`src/sv/u8d_pkg.sv`:
```
// Package for the UTF-8 byte stream decoder: shared types, constants and
// the per-length offset table. No dependencies.
package u8d_pkg;

  localparam int unsigned ByteW = 8;
  localparam int unsigned CpW   = 32;
  localparam int unsigned CntW  = 3;

  localparam logic [ByteW-1:0] AsciiMax  = 8'h7F;
  localparam logic [CpW-1:0]   SpaceCode = 32'h0000_0020;

  // Decoder state carried from item to item
  typedef struct packed {
    logic [CpW-1:0]  acc;
    logic [CntW-1:0] remaining;
    logic [CntW-1:0] seq_len;
  } dec_state_t;

  // Result of one decode step
  typedef struct packed {
    logic           emit;
    logic [CpW-1:0] code_point;
    logic           malformed;
  } dec_result_t;

  // Offset to strip the lead and continuation marker bits, by trailing count
  function automatic logic [CpW-1:0] offset_for_len(input logic [CntW-1:0] len);
    logic [CpW-1:0] off;
    begin
      unique case (len)
        3'd1:    off = 32'h0000_3080;
        3'd2:    off = 32'h000E_2080;
        3'd3:    off = 32'h03C8_2080;
        3'd4:    off = 32'hFA08_2080;
        3'd5:    off = 32'h8208_2080;
        default: off = '0;
      endcase
      return off;
    end
  endfunction

  // Trailing byte count from a lead byte (C0..FD)
  function automatic logic [CntW-1:0] trailing_for_lead(input logic [ByteW-1:0] b);
    logic [CntW-1:0] n;
    begin
      if (b <= 8'hDF)      n = 3'd1;
      else if (b <= 8'hEF) n = 3'd2;
      else if (b <= 8'hF7) n = 3'd3;
      else if (b <= 8'hFB) n = 3'd4;
      else                 n = 3'd5;
      return n;
    end
  endfunction

endpackage

```
`src/sv/u8d_step.sv`:
```
// One decode step: next state and optional result from the current state
// and one byte. Combinational; uses u8d_pkg.
module u8d_step (
  input  u8d_pkg::dec_state_t       state_i,
  input  logic [u8d_pkg::ByteW-1:0] byte_i,
  input  logic                      last_i,
  output u8d_pkg::dec_state_t       state_o,
  output u8d_pkg::dec_result_t      result_o
);

  logic [u8d_pkg::CpW-1:0]  sum;
  logic [u8d_pkg::CpW-1:0]  lead_acc;
  logic [u8d_pkg::CntW-1:0] lead_len;

  assign sum      = state_i.acc + {{(u8d_pkg::CpW-u8d_pkg::ByteW){1'b0}}, byte_i};
  assign lead_acc = {{(u8d_pkg::CpW-u8d_pkg::ByteW-6){1'b0}}, byte_i, 6'b0};
  assign lead_len = u8d_pkg::trailing_for_lead(byte_i);

  always_comb begin
    state_o  = state_i;
    result_o = '0;
    if (state_i.remaining == '0) begin
      if (byte_i <= u8d_pkg::AsciiMax) begin
        result_o.emit       = 1'b1;
        result_o.code_point = {{(u8d_pkg::CpW-u8d_pkg::ByteW){1'b0}}, byte_i};
      end else if (byte_i[7:6] != 2'b11) begin
        // stray continuation: drop unless it ends the buffer
        result_o.emit       = last_i;
        result_o.code_point = u8d_pkg::SpaceCode;
        result_o.malformed  = 1'b1;
      end else if (byte_i[7:1] == 7'h7F) begin
        result_o.emit       = 1'b1;
        result_o.code_point = u8d_pkg::SpaceCode;
        result_o.malformed  = 1'b1;
      end else if (last_i) begin
        result_o.emit       = 1'b1;
        result_o.code_point = lead_acc - u8d_pkg::offset_for_len(lead_len);
        state_o             = '0;
      end else begin
        state_o.acc       = lead_acc;
        state_o.remaining = lead_len;
        state_o.seq_len   = lead_len;
      end
    end else if (state_i.remaining == 3'd1) begin
      result_o.emit       = 1'b1;
      result_o.code_point = sum - u8d_pkg::offset_for_len(state_i.seq_len);
      state_o             = '0;
    end else if (last_i) begin
      // sequence cut short: emit the shifted partial value
      result_o.emit       = 1'b1;
      result_o.code_point = {sum[u8d_pkg::CpW-7:0], 6'b0}
                            - u8d_pkg::offset_for_len(state_i.seq_len);
      state_o             = '0;
    end else begin
      state_o.acc       = {sum[u8d_pkg::CpW-7:0], 6'b0};
      state_o.remaining = state_i.remaining - 3'd1;
    end
  end

endmodule

```
`src/sv/u8d_out_reg.sv`:
```
// Result register for the master side: holds one item until taken.
// Uses u8d_pkg for widths.
module u8d_out_reg (
  input  logic                     clk_i,
  input  logic                     rst_ni,
  input  logic                     load_i,
  input  logic [u8d_pkg::CpW-1:0]  code_point_i,
  input  logic                     malformed_i,
  input  logic                     ready_i,
  output logic                     valid_o,
  output logic [u8d_pkg::CpW-1:0]  code_point_o,
  output logic                     malformed_o
);

  logic                    valid_q, valid_d;
  logic [u8d_pkg::CpW-1:0] cp_q;
  logic                    bad_q;

  always_comb begin
    valid_d = valid_q;
    if (ready_i) valid_d = 1'b0;
    if (load_i)  valid_d = 1'b1;
  end

  always_ff @(posedge clk_i or negedge rst_ni) begin
    if (!rst_ni) begin
      valid_q <= 1'b0;
    end else begin
      valid_q <= valid_d;
    end
  end

  always_ff @(posedge clk_i) begin
    if (load_i) begin
      cp_q  <= code_point_i;
      bad_q <= malformed_i;
    end
  end

  assign valid_o      = valid_q;
  assign code_point_o = cp_q;
  assign malformed_o  = bad_q;

endmodule

```
`src/sv/utf8_byte_stream_decoder_top.sv`:
```
// Top level of the UTF-8 byte stream decoder: input register, decoder
// state and result register. Uses u8d_pkg, u8d_step and u8d_out_reg.
//
//   channel  dir  tdata              tuser       tlast
//   s_axis   in   [7:0] in_byte      -           end_of_buffer
//   m_axis   out  [31:0] code_point  malformed   -
//
// One byte per cycle while the master side does not stall; the result of a byte is
// loaded into the result register from the input register through one decode step.
// Reset clears the decoder state and both valid flags.
// A stall on the master side holds the result; the input register keeps
// taking bytes while the step can advance or yields no result.
module utf8_byte_stream_decoder_top (
  input  logic        clk_i,
  input  logic        rst_ni,
  input  logic        s_axis_tvalid,
  output logic        s_axis_tready,
  input  logic [7:0]  s_axis_tdata,   // [7:0] in_byte
  input  logic        s_axis_tlast,   // end_of_buffer
  output logic        m_axis_tvalid,
  input  logic        m_axis_tready,
  output logic [31:0] m_axis_tdata,   // [31:0] code_point
  output logic        m_axis_tuser    // [0] malformed
);

  logic                      in_valid_q, in_valid_d;
  logic [u8d_pkg::ByteW-1:0] in_byte_q;
  logic                      in_last_q;
  u8d_pkg::dec_state_t       state_q, state_d, state_next;
  u8d_pkg::dec_result_t      result;
  logic                      advance;
  logic                      s_fire;

  u8d_step u_step (
    .state_i  (state_q),
    .byte_i   (in_byte_q),
    .last_i   (in_last_q),
    .state_o  (state_next),
    .result_o (result)
  );

  // advance the held byte when the result register is free or being drained, or the byte yields no result
  assign advance       = in_valid_q && (!m_axis_tvalid || m_axis_tready || !result.emit);
  assign s_axis_tready = !in_valid_q || advance;
  assign s_fire        = s_axis_tvalid && s_axis_tready;

  always_comb begin
    in_valid_d = in_valid_q;
    if (advance) in_valid_d = 1'b0;
    if (s_fire)  in_valid_d = 1'b1;
    state_d = advance ? state_next : state_q;
  end

  always_ff @(posedge clk_i or negedge rst_ni) begin
    if (!rst_ni) begin
      in_valid_q <= 1'b0;
      state_q    <= '0;
    end else begin
      in_valid_q <= in_valid_d;
      state_q    <= state_d;
    end
  end

  always_ff @(posedge clk_i) begin
    if (s_fire) begin
      in_byte_q <= s_axis_tdata;
      in_last_q <= s_axis_tlast;
    end
  end

  u8d_out_reg u_out (
    .clk_i        (clk_i),
    .rst_ni       (rst_ni),
    .load_i       (advance && result.emit),
    .code_point_i (result.code_point),
    .malformed_i  (result.malformed),
    .ready_i      (m_axis_tready),
    .valid_o      (m_axis_tvalid),
    .code_point_o (m_axis_tdata),
    .malformed_o  (m_axis_tuser)
  );

endmodule

```
`config.mk`:
```
export PLATFORM = sky130hd
export DESIGN_NAME = utf8_byte_stream_decoder_top
export DESIGN_NICKNAME = d
export VERILOG_FILES = /design/src/sv/u8d_pkg.sv /design/src/sv/u8d_step.sv /design/src/sv/u8d_out_reg.sv /design/src/sv/utf8_byte_stream_decoder_top.sv
export SDC_FILE = /design/constraint.sdc
export NUM_CORES = 1
export LEC_CHECK = 0
export ABC_AREA = 1
export BUFFER_PORTS_ARGS = -buffer_cell sky130_fd_sc_hd__buf_2
export CAP_MARGIN = 20
export CORE_MARGIN = 10
export CORE_UTILIZATION = 50
export CTS_BUF_LIST = sky130_fd_sc_hd__clkbuf_8
export DETAILED_ROUTE_END_ITERATION = 8
export MAX_ROUTING_LAYER = met4
export PLACE_DENSITY = 0.67
export REMOVE_ABC_BUFFERS = 1
export SLEW_MARGIN = 10
export SYNTH_ARGS = -nofsm -noshare
export SYNTH_HDL_FRONTEND = slang
export SYNTH_SLANG_ARGS = --single-unit
```
`constraint.sdc`:
```
create_clock -name clk_i -period 7.4 [get_ports clk_i]
set_input_delay 2.22 -clock clk_i [delete_from_list [all_inputs] [get_ports clk_i]]
set_output_delay 2.22 -clock clk_i [all_outputs]
set_load 0.05 [all_outputs]
```
# Word-level counts from Yosys, hierarchy flattened
# Cells that the tools add are included.
totals:
  wordCells: 88
  regBits: 82
  output_inout_bits: 35
classes:
  magnitude_cmp: 5
  addsub: 5
  eq_ne: 16
  bitwise: 1
  n_reduce_logical: 16
  mux: 36
op_table:
  columns: ["cell", "count"]
  rows:
  - ["$mux 32", 10]
  - ["$pmux 32 s5", 2]
  - ["$mux 33", 6]
  - ["$mux 38", 5]
  - ["$sub 32x32->32", 2]
  - ["$mux 35", 1]
  - ["$mux 34", 1]
  - ["$add 32x8->32", 1]
  - ["$le 8x8->1 const B", 4]
  - ["$sub 14x32->32", 1]
  - ["$mux 20", 1]
  - ["$eq 3x2->1 const B", 4]
  - ["$eq 3x3->1 const B", 4]
  - ["$mux 3", 4]
  - ["$eq 3x1->1 const B", 3]
  - ["$le 8x7->1 const B", 1]
  - ["$ne 2x2->1 const B", 4]
  - ["$eq 7x7->1 const B", 1]
  - ["$mux 1", 6]
  - ["$reduce_and 5->1", 1]
  - ["$reduce_and 4->1", 1]
  - ["$reduce_bool 2->1", 2]
  - ["$logic_and 1x1->1", 3]
  - ["$logic_not 1->1", 3]
  - ["6 further kinds", 8]

# Longest topological paths before layout
# Gate-level depths: netlist of run 1.
logic_depth:
  depth_word: 24
  ltp_mapped: 23

# By module
# A second synthesis of run 1 with hierarchy kept.
hier_totals:
  cells_unflattened: 1334
  hier_area_um2: 8494.4
modules_own_cells:
  columns: ["module", "cells_per_inst", "seq_area_each_um2", "n_inst", "area_per_inst_um2"]
  rows:
  - ["u8d_step", 1112, 0.0, 1, 5619.1]
  - ["utf8_byte_stream_decoder_top", 184, 1246.2, 1, 1844.3]
  - ["u8d_out_reg", 38, 1016.0, 1, 1031.0]

# Least setup slack after synthesis of run 1
# OpenSTA, ideal clock, no wires.
synth_timing:
  path_type: "input-to-output"
  startpoint: "input m_axis_tready"
  endpoint: "output s_axis_tready"
  path_slack_ns: 2.312
  t_required_ns: 5.180
  t_arrival_ns: 2.868
  path_stages: 2
  cell_sequence: "nor2_1 nand4_1"
synth_via:
  elab_chain_len: 4
synth_lines:
  columns: ["element", "line_no", "rtl"]
  rows:
  - ["from (decl)", "utf8_byte_stream_decoder_top.sv:21", "input logic m_axis_tready,"]
  - ["$logic_or 1x1->1 (2 in series)", "utf8_byte_stream_decoder_top.sv:43", "assign advance = in_valid_q && (!m_axis_tvalid || m_axis_tready || !result.emit);"]
  - ["$logic_and 1x1->1", "utf8_byte_stream_decoder_top.sv:43", null]
  - ["$logic_or 1x1->1", "utf8_byte_stream_decoder_top.sv:44", "assign s_axis_tready = !in_valid_q || advance;"]
  - ["to (decl)", "utf8_byte_stream_decoder_top.sv:17", "output logic s_axis_tready,"]
# No other way between the ends.

# Worst setup path after layout of run 1
# Same ends and word-level chain as after synthesis.

==> results of run 1 <==
## state kept, by name, summed over array words and instances (netlist names)
register / count
u_out.code_point_o: 32
in_valid_q: 1
u_out.malformed_o: 1
in_last_q: 1
state_q: 32
in_byte_q: 8
u_out.valid_o: 1
## layout make-up
cell class | instances | share of cell area
multi-input combinational | 723 | 0.536
sequential | 76 | 0.297
inverter | 152 | 0.0803
timing repair buffer | 49 | 0.0352
tap | 172 | 0.0303
clock buffer | 9 | 0.0174
clock inverter | 6 | 0.00352
## per-stage QoR
step	hold slack [ns]	instance area, µm²	instances	setup slack, ns	util
4_1_cts	0.501	7110	1187	2.33	0.559
5_1_grt	0.516	7110	1187	2.26	0.559
6_report	0.502	7110	1187	2.33	0.559
3_5_place_dp	0.484	6960	1172	2.34	0.547
2_1_floorplan	0.456	6490	951	2.31	-
3_3_place_gp	0.486	6960	1172	2.35	0.547
## cells by family after synthesis
group           Yosys count
compound gates          140
xor+xnor                 30
fa+ha+maj                40
buf+inv                 163
flops                    76
other cells               2
simple gates            511
## worst reg2reg max path, cell delays in order (launching register included)
cell and delay (ns):
edfxtp_1 0.51, inv_1 0.21, fa_1 0.50, inv_1 0.08, nand2_2 0.09, nor2_2 0.29
nand3_1 0.17, nor3_1 0.20, xor2_1 0.25, inv_1 0.14, ha_1 0.36, nand2_1 0.10
nor3_1 0.21, inv_1 0.07, nor2_1 0.17, nand4_1 0.15, nand3_1 0.11, nand2_1 0.05
nand3_1 0.07, nand2_1 0.06, nand2_1 0.06, nand2_1 0.05
## path summary, 6_finish.rpt
check                      slack [ns]  cells after the start          start                      to
max reg2reg                      3.25                     21   in_byte_q[7]  u_out.code_point_o[31]
min in group asynchronous        1.93                      1         rst_ni           u_out.valid_o
min reg2reg                      0.50                      2    state_q[12]             state_q[12]
min                              0.50                      2    state_q[12]             state_q[12]
max                              2.33                      4  m_axis_tready           s_axis_tready
max in group asynchronous        4.97                      1         rst_ni             state_q[21]
## synthesized netlist by cell type (2+ instances only)
master,n
edfxtp_1,42
nand4_1,15
dfrtp_1,34
o21ai_0,46
o21bai_1,7
xnor2_1,5
o31ai_1,3
o22ai_1,17
buf_2,6
nor2_4,4
or2_0,2
nand2_1,272
or2_2,3
o311ai_0,2
o21ai_1,9
o211ai_1,4
nor3_1,21
inv_1,145
ha_1,39
nand2_2,14
nor2_2,9
a21oi_1,39
nand3_2,2
conb_1,2
inv_2,6
buf_4,2
o221ai_1,5
a21boi_0,2
xor2_1,25
nand3_1,78
o311ai_1,2
nand3b_1,4
nor2_1,84
clkbuf_1,2
## metal layers
layer | vias up | part of all wire
li1 | 3255 | -
met1 | 2909 | 0.47
met2 | 207 | 0.46
met3 | 32 | 0.049
met4 | 0 | 0.024
met5 | - | 0
==> implementation parameters, run 1 <==
Parameter                              Value

Route
  Avg WL per Cell ... roughly 16 µm
  Aggregate routed wire length ... 18800 µm
  Count of TritonRoute iterations in the first routing pass ... 6
  Vias ... 6403
  Starting DRC count in detailed routing ... about 590
  Post-route DRC violation count ... 0
  Post-route antenna net violation count ... 0
  Routed vias/inst ... 5.39

Timing
  Pins over their slew limit ... 0
  Final setup TNS ... 0 ns
  RSZ-0062 raised after global routing ... no
  Period utilisation layout ... 0.685
  Final number of setup-violating endpoints ... 0
  Final Critical Period ... about 5.1 ns
  Actual slew at the worst max-slew pin ... between 0.8 and 0.9 ns
  Number of hold violations in the final report ... 0
  Max_slew headroom ... 0.454
  Clock tree skew after final layout ... 0.00915 ns
  Top achievable clock speed ... around 200 MHz

Setup path
  Worst-path cell chain ... buf_2, nor2_1, nand4_1, buf_2
  Critical path peak fanout ... 3
  Sort of element at the start of the critical path ... input pin
  Kind of end point of the critical path ... output port
  Critical path's top delay family ... buffers and inverters
  Cell type with the highest occurrence count on the critical path ... buf_2
  Worst path arrival time ... between 2 and 3 ns
  Setup Crit Path Kind ... in2out
  Number of buffer and inverter instances along the worst setup path ... 2
  Required time of the worst setup path ... roughly 5.2 ns
  Cell type of the slowest stage on the worst timing path ... buf_2
  Stage delay of the slowest cell on the critical path ... roughly 0.24 ns

Global route
  Number of global-route vias before repair ... ~5900
  Gr usage total ... 0.216
  Met3 Resource Use GR ... 0.0289
  Pin count of the biggest net entering global routing ... 35
  Busiest layer in global routing ... met2
  First-pass GRT wire length ... between 30000 and 40000 µm
  Aggregate global routing overflow ... 0
  Met1 usage ... 0.275
  GR Layer Usage met2 ... 0.348
  Antenna violations before repair ... 0

Synth
  Post-Synth Simple-Gate Area ... 0.339
  Multiplexer share of the synthesized area ... 0
  Flip-flop cell with the highest count after synthesis ... edfxtp_1
  Area share of the leading cell type in the synthesized netlist ... 0.192
  Share of synthesized flip-flops with an asynchronous set or reset ... 0.447
  Fraction of the yosys area taken by sequential cells ... 0.322
  Number of synthesized flops with an enable pin ... 42
  Post-synthesis share of cell area spent on full adders, half adders and majority gates ... 0.0775
  Cells after Synth ... 962
  Area leader, netlist ... edfxtp_1
  Cell area after synthesis ... around 6600 µm²
  Syn_area_per_cell ... just under 7 µm²
  FF+latch count, synth ... 76
  Largest family of logic cells by synthesized area ... simple AND/OR/NAND/NOR gates
  Synthesized-area fraction occupied by xor and xnor cells ... 0.0401
  Ys Warns ... 0
  Fraction of the mapped netlist area in compound gates ... 0.123
  Count of unique library cells instantiated by Yosys ... 44
  Synth area leaders ... edfxtp_1 19%, nand2_1 16%, dfrtp_1 13%, inv_1 8.3%, ha_1 7.4%

Clocking
  Number of gates resized after CTS ... 0
  Clock edge transition at the registers on the reported setup and hold paths ... ~0.070 ns
  Clock Latency Late Sink ... about 0.38 ns
  Clock buffers created by TritonCTS ... 9
  TritonCTS clock tree ... built
  Number of buffers added to fix hold violations after cts ... 0
  Number of H-tree levels ... 3
  Post CTS Setup Buffer Count ... 0
  Sink count of the clock tree ... 76
  CTS Root Cell ... clkbuf_8
  Maximum buffer depth of the clock tree ... 2

Layout
  Footprint of the multi-input gates ... approximately 3800 µm²
  Area Growth Syn to Fin ... 8.40%
  Most common cell after layout, fill and taps aside ... nand2_1
  Area occupied by registers ... ~2100 µm²
  Net count, final ... between 1000 and 1500
  Layout cells sized above 1 ... 0.0985
  Diodes inserted ... 0
  # fillers ... between 1000 and 1500
  Commonest non-fill, non-tap cells in the layout ... 272 x nand2_1, 147 x inv_1, 84 x nor2_1

Floorplanning
  Initial cell density of the core ... 0.515
  Die Height ... around 130 µm
  Area enclosed by the die boundary ... ~18000 µm²
  Core box area ... 12700 µm²
  Die width ... 135 µm
  IO Count ... 48
  Site row count ... 41

Placement
  DP HPWL ... 15200 µm
  RD Place Congestion ... roughly 0.97
  # port buffers ... between 40 and 50

Worst hold path
  Worst hold path class ... reg2reg

Flow run
  Maxcap violations ... 0

Status
  Status ... finished clean
Power of run 1 is left out: the tool's default activity adds up to more than one toggle a clock period on the data nets, which glitch-free logic cannot reach.
==> run 2: changes to the inputs <==
PLACE_DENSITY = 0.7   (was 0.67)
clock period = 4.4 ns   (was 7.4 ns; I/O delays follow)
==> run 2 against run 1 <==
- design area rose by 1.2%
- hold slack improved by 0.033 ns
- register-to-register slack got worse by 2.7 ns
- critical path type is now reg2reg
- largest cell class unchanged
==> implementation parameters, run 2 (synthesized netlist as in run 1, its figures left out) <==
Parameter                              Value

Status
  Status ... finished clean

Global route
  Aggregate global routing overflow ... 0
  Number of global-route vias before repair ... between 6000 and 7000
  Pin count of the biggest net entering global routing ... 35
  Gr usage total ... 0.217
  First-pass GRT wire length ... just over 30000 µm
  Antenna violations before repair ... 0

Setup path
  Cell type of the slowest stage on the worst timing path ... edfxtp_1
  Setup Crit Path Kind ... reg2reg
  Cell type with the highest occurrence count on the critical path ... nand2_1
  Sort of element at the start of the critical path ... flop
  Worst path arrival time ... about 4 ns
  Worst reg-to-reg setup slack ... approximately 0.53 ns
  Critical path peak fanout ... 5
  Stage delay of the slowest cell on the critical path ... 0.46 ns
  Critical path's top delay family ... simple AND/OR/NAND/NOR gates
  Kind of end point of the critical path ... flop
  Number of buffer and inverter instances along the worst setup path ... 4
  Required time of the worst setup path ... between 4 and 5 ns
  Worst-path cell chain ... ha_1, inv_1, fa_1, inv_1, nand2_2, nor2_2, nand3_1, nor3_1, xor2_1, inv_1, ha_1, nand2_1, nor3_1, inv_1, nor2_1, nand4_1, nand3_1, nand2_1, nand3_1, nand2_1, nand2_1, nand2_1

Clocking
  Number of H-tree levels ... 3
  CTS Root Cell ... clkbuf_8
  Sink count of the clock tree ... 76
  Maximum buffer depth of the clock tree ... 2
  Clock buffers created by TritonCTS ... 9
  Post CTS Setup Buffer Count ... 0
  Number of buffers added to fix hold violations after cts ... 0
  Clock edge transition at the registers on the reported setup and hold paths ... about 0.090 ns
  Number of gates resized after CTS ... 0
  Clock Latency Late Sink ... ~0.38 ns
  TritonCTS clock tree ... built

Route
  Post-route DRC violation count ... 0
  Avg WL per Cell ... around 16 µm
  Aggregate routed wire length ... about 19000 µm
  Routed vias/inst ... 5.43
  Vias ... roughly 6500
  Post-route antenna net violation count ... 0
  Starting DRC count in detailed routing ... around 580
  Count of TritonRoute iterations in the first routing pass ... 5

Timing
  Pins over their slew limit ... 0
  Final Critical Period ... approximately 3.9 ns
  Number of hold violations in the final report ... 0
  Top achievable clock speed ... roughly 260 MHz
  Final setup TNS ... 0 ns
  Max_slew headroom ... 0.478
  RSZ-0062 raised after global routing ... no
  Final number of setup-violating endpoints ... 0
  Period utilisation layout ... 0.878
  Clock tree skew after final layout ... approximately 0.012 ns
  Actual slew at the worst max-slew pin ... between 0.7 and 0.8 ns

Floorplanning
  Initial cell density of the core ... 0.515
  Die width ... approximately 130 µm
  Area enclosed by the die boundary ... 18100 µm²
  Die Height ... between 100 and 150 µm
  IO Count ... 48
  Core box area ... 12700 µm²
  Site row count ... slightly above 40

Flow run
  Maxcap violations ... 0

Layout
  # fillers ... 1345
  Most common cell after layout, fill and taps aside ... nand2_1
  Diodes inserted ... 0
  Net count, final ... about 1100
  Area Growth Syn to Fin ... 9.75%
  Commonest non-fill, non-tap cells in the layout ... 272 x nand2_1, 145 x inv_1, 84 x nor2_1
  Layout cells sized above 1 ... 0.106

Placement
  RD Place Congestion ... slightly below 1
  DP HPWL ... roughly 15000 µm
  # port buffers ... 47

Worst hold path
  Worst hold path class ... reg2reg
[run 2: final timing paths]
check / from / endpoint / depth (start not counted)
worst min register to register: state_q[12] / state_q[12] / 2
worst max-delay path: in_byte_q[6] / u_out.code_point_o[31] / 22
min in group asynchronous: rst_ni / state_q[5] / 1
worst min-delay path: state_q[12] / state_q[12] / 2
worst max register to register: in_byte_q[6] / u_out.code_point_o[31] / 22
max in group asynchronous: rst_ni / state_q[27] / 1
[run 2: tightest hold or removal path, cell delays in order, from the launching register on]
cell	delay, ns
dfrtp_1	0.36
nand2_1	0.07
o31ai_1	0.06
[run 2: cell type report]
class | instances | area (µm²) | share of cell area
Multi-Input combinational cell | 723 | 3810 | 0.530
Sequential cell | 76 | 2110 | 0.293
Inverter | 152 | 571 | 0.0793
Timing Repair Buffer | 52 | 273 | 0.0379
Tap cell | 172 | 215 | 0.0299
Clock buffer | 9 | 124 | 0.0172
Clock inverter | 7 | 91.3 | 0.0127
[run 2: routing by layer]
layer,vias to the layer above,track usage,part of all wire
met5,-,-,0
met1,2945,0.269,0.45
met3,37,0.0427,0.054
met4,0,0.0774,0.025
li1,3265,-,-
met2,215,0.346,0.48
[run 2: through the flow]
| stage | cells | util | cell area [µm²] | hold slack (ns) | setup WS, ns |
|---|---|---|---|---|---|
| floorplan | 951 | - | 6490 | 0.456 | 1.11 |
| global placement | 1175 | 0.549 | 6980 | 0.492 | 0.591 |
| global route | 1191 | 0.566 | 7200 | 0.529 | 0.141 |
| finish | 1191 | 0.566 | 7200 | 0.535 | 0.535 |
| detailed placement | 1175 | 0.549 | 6980 | 0.497 | 0.553 |
| CTS | 1191 | 0.566 | 7200 | 0.517 | 0.558 |
Power of run 2 is left out for the same reason.
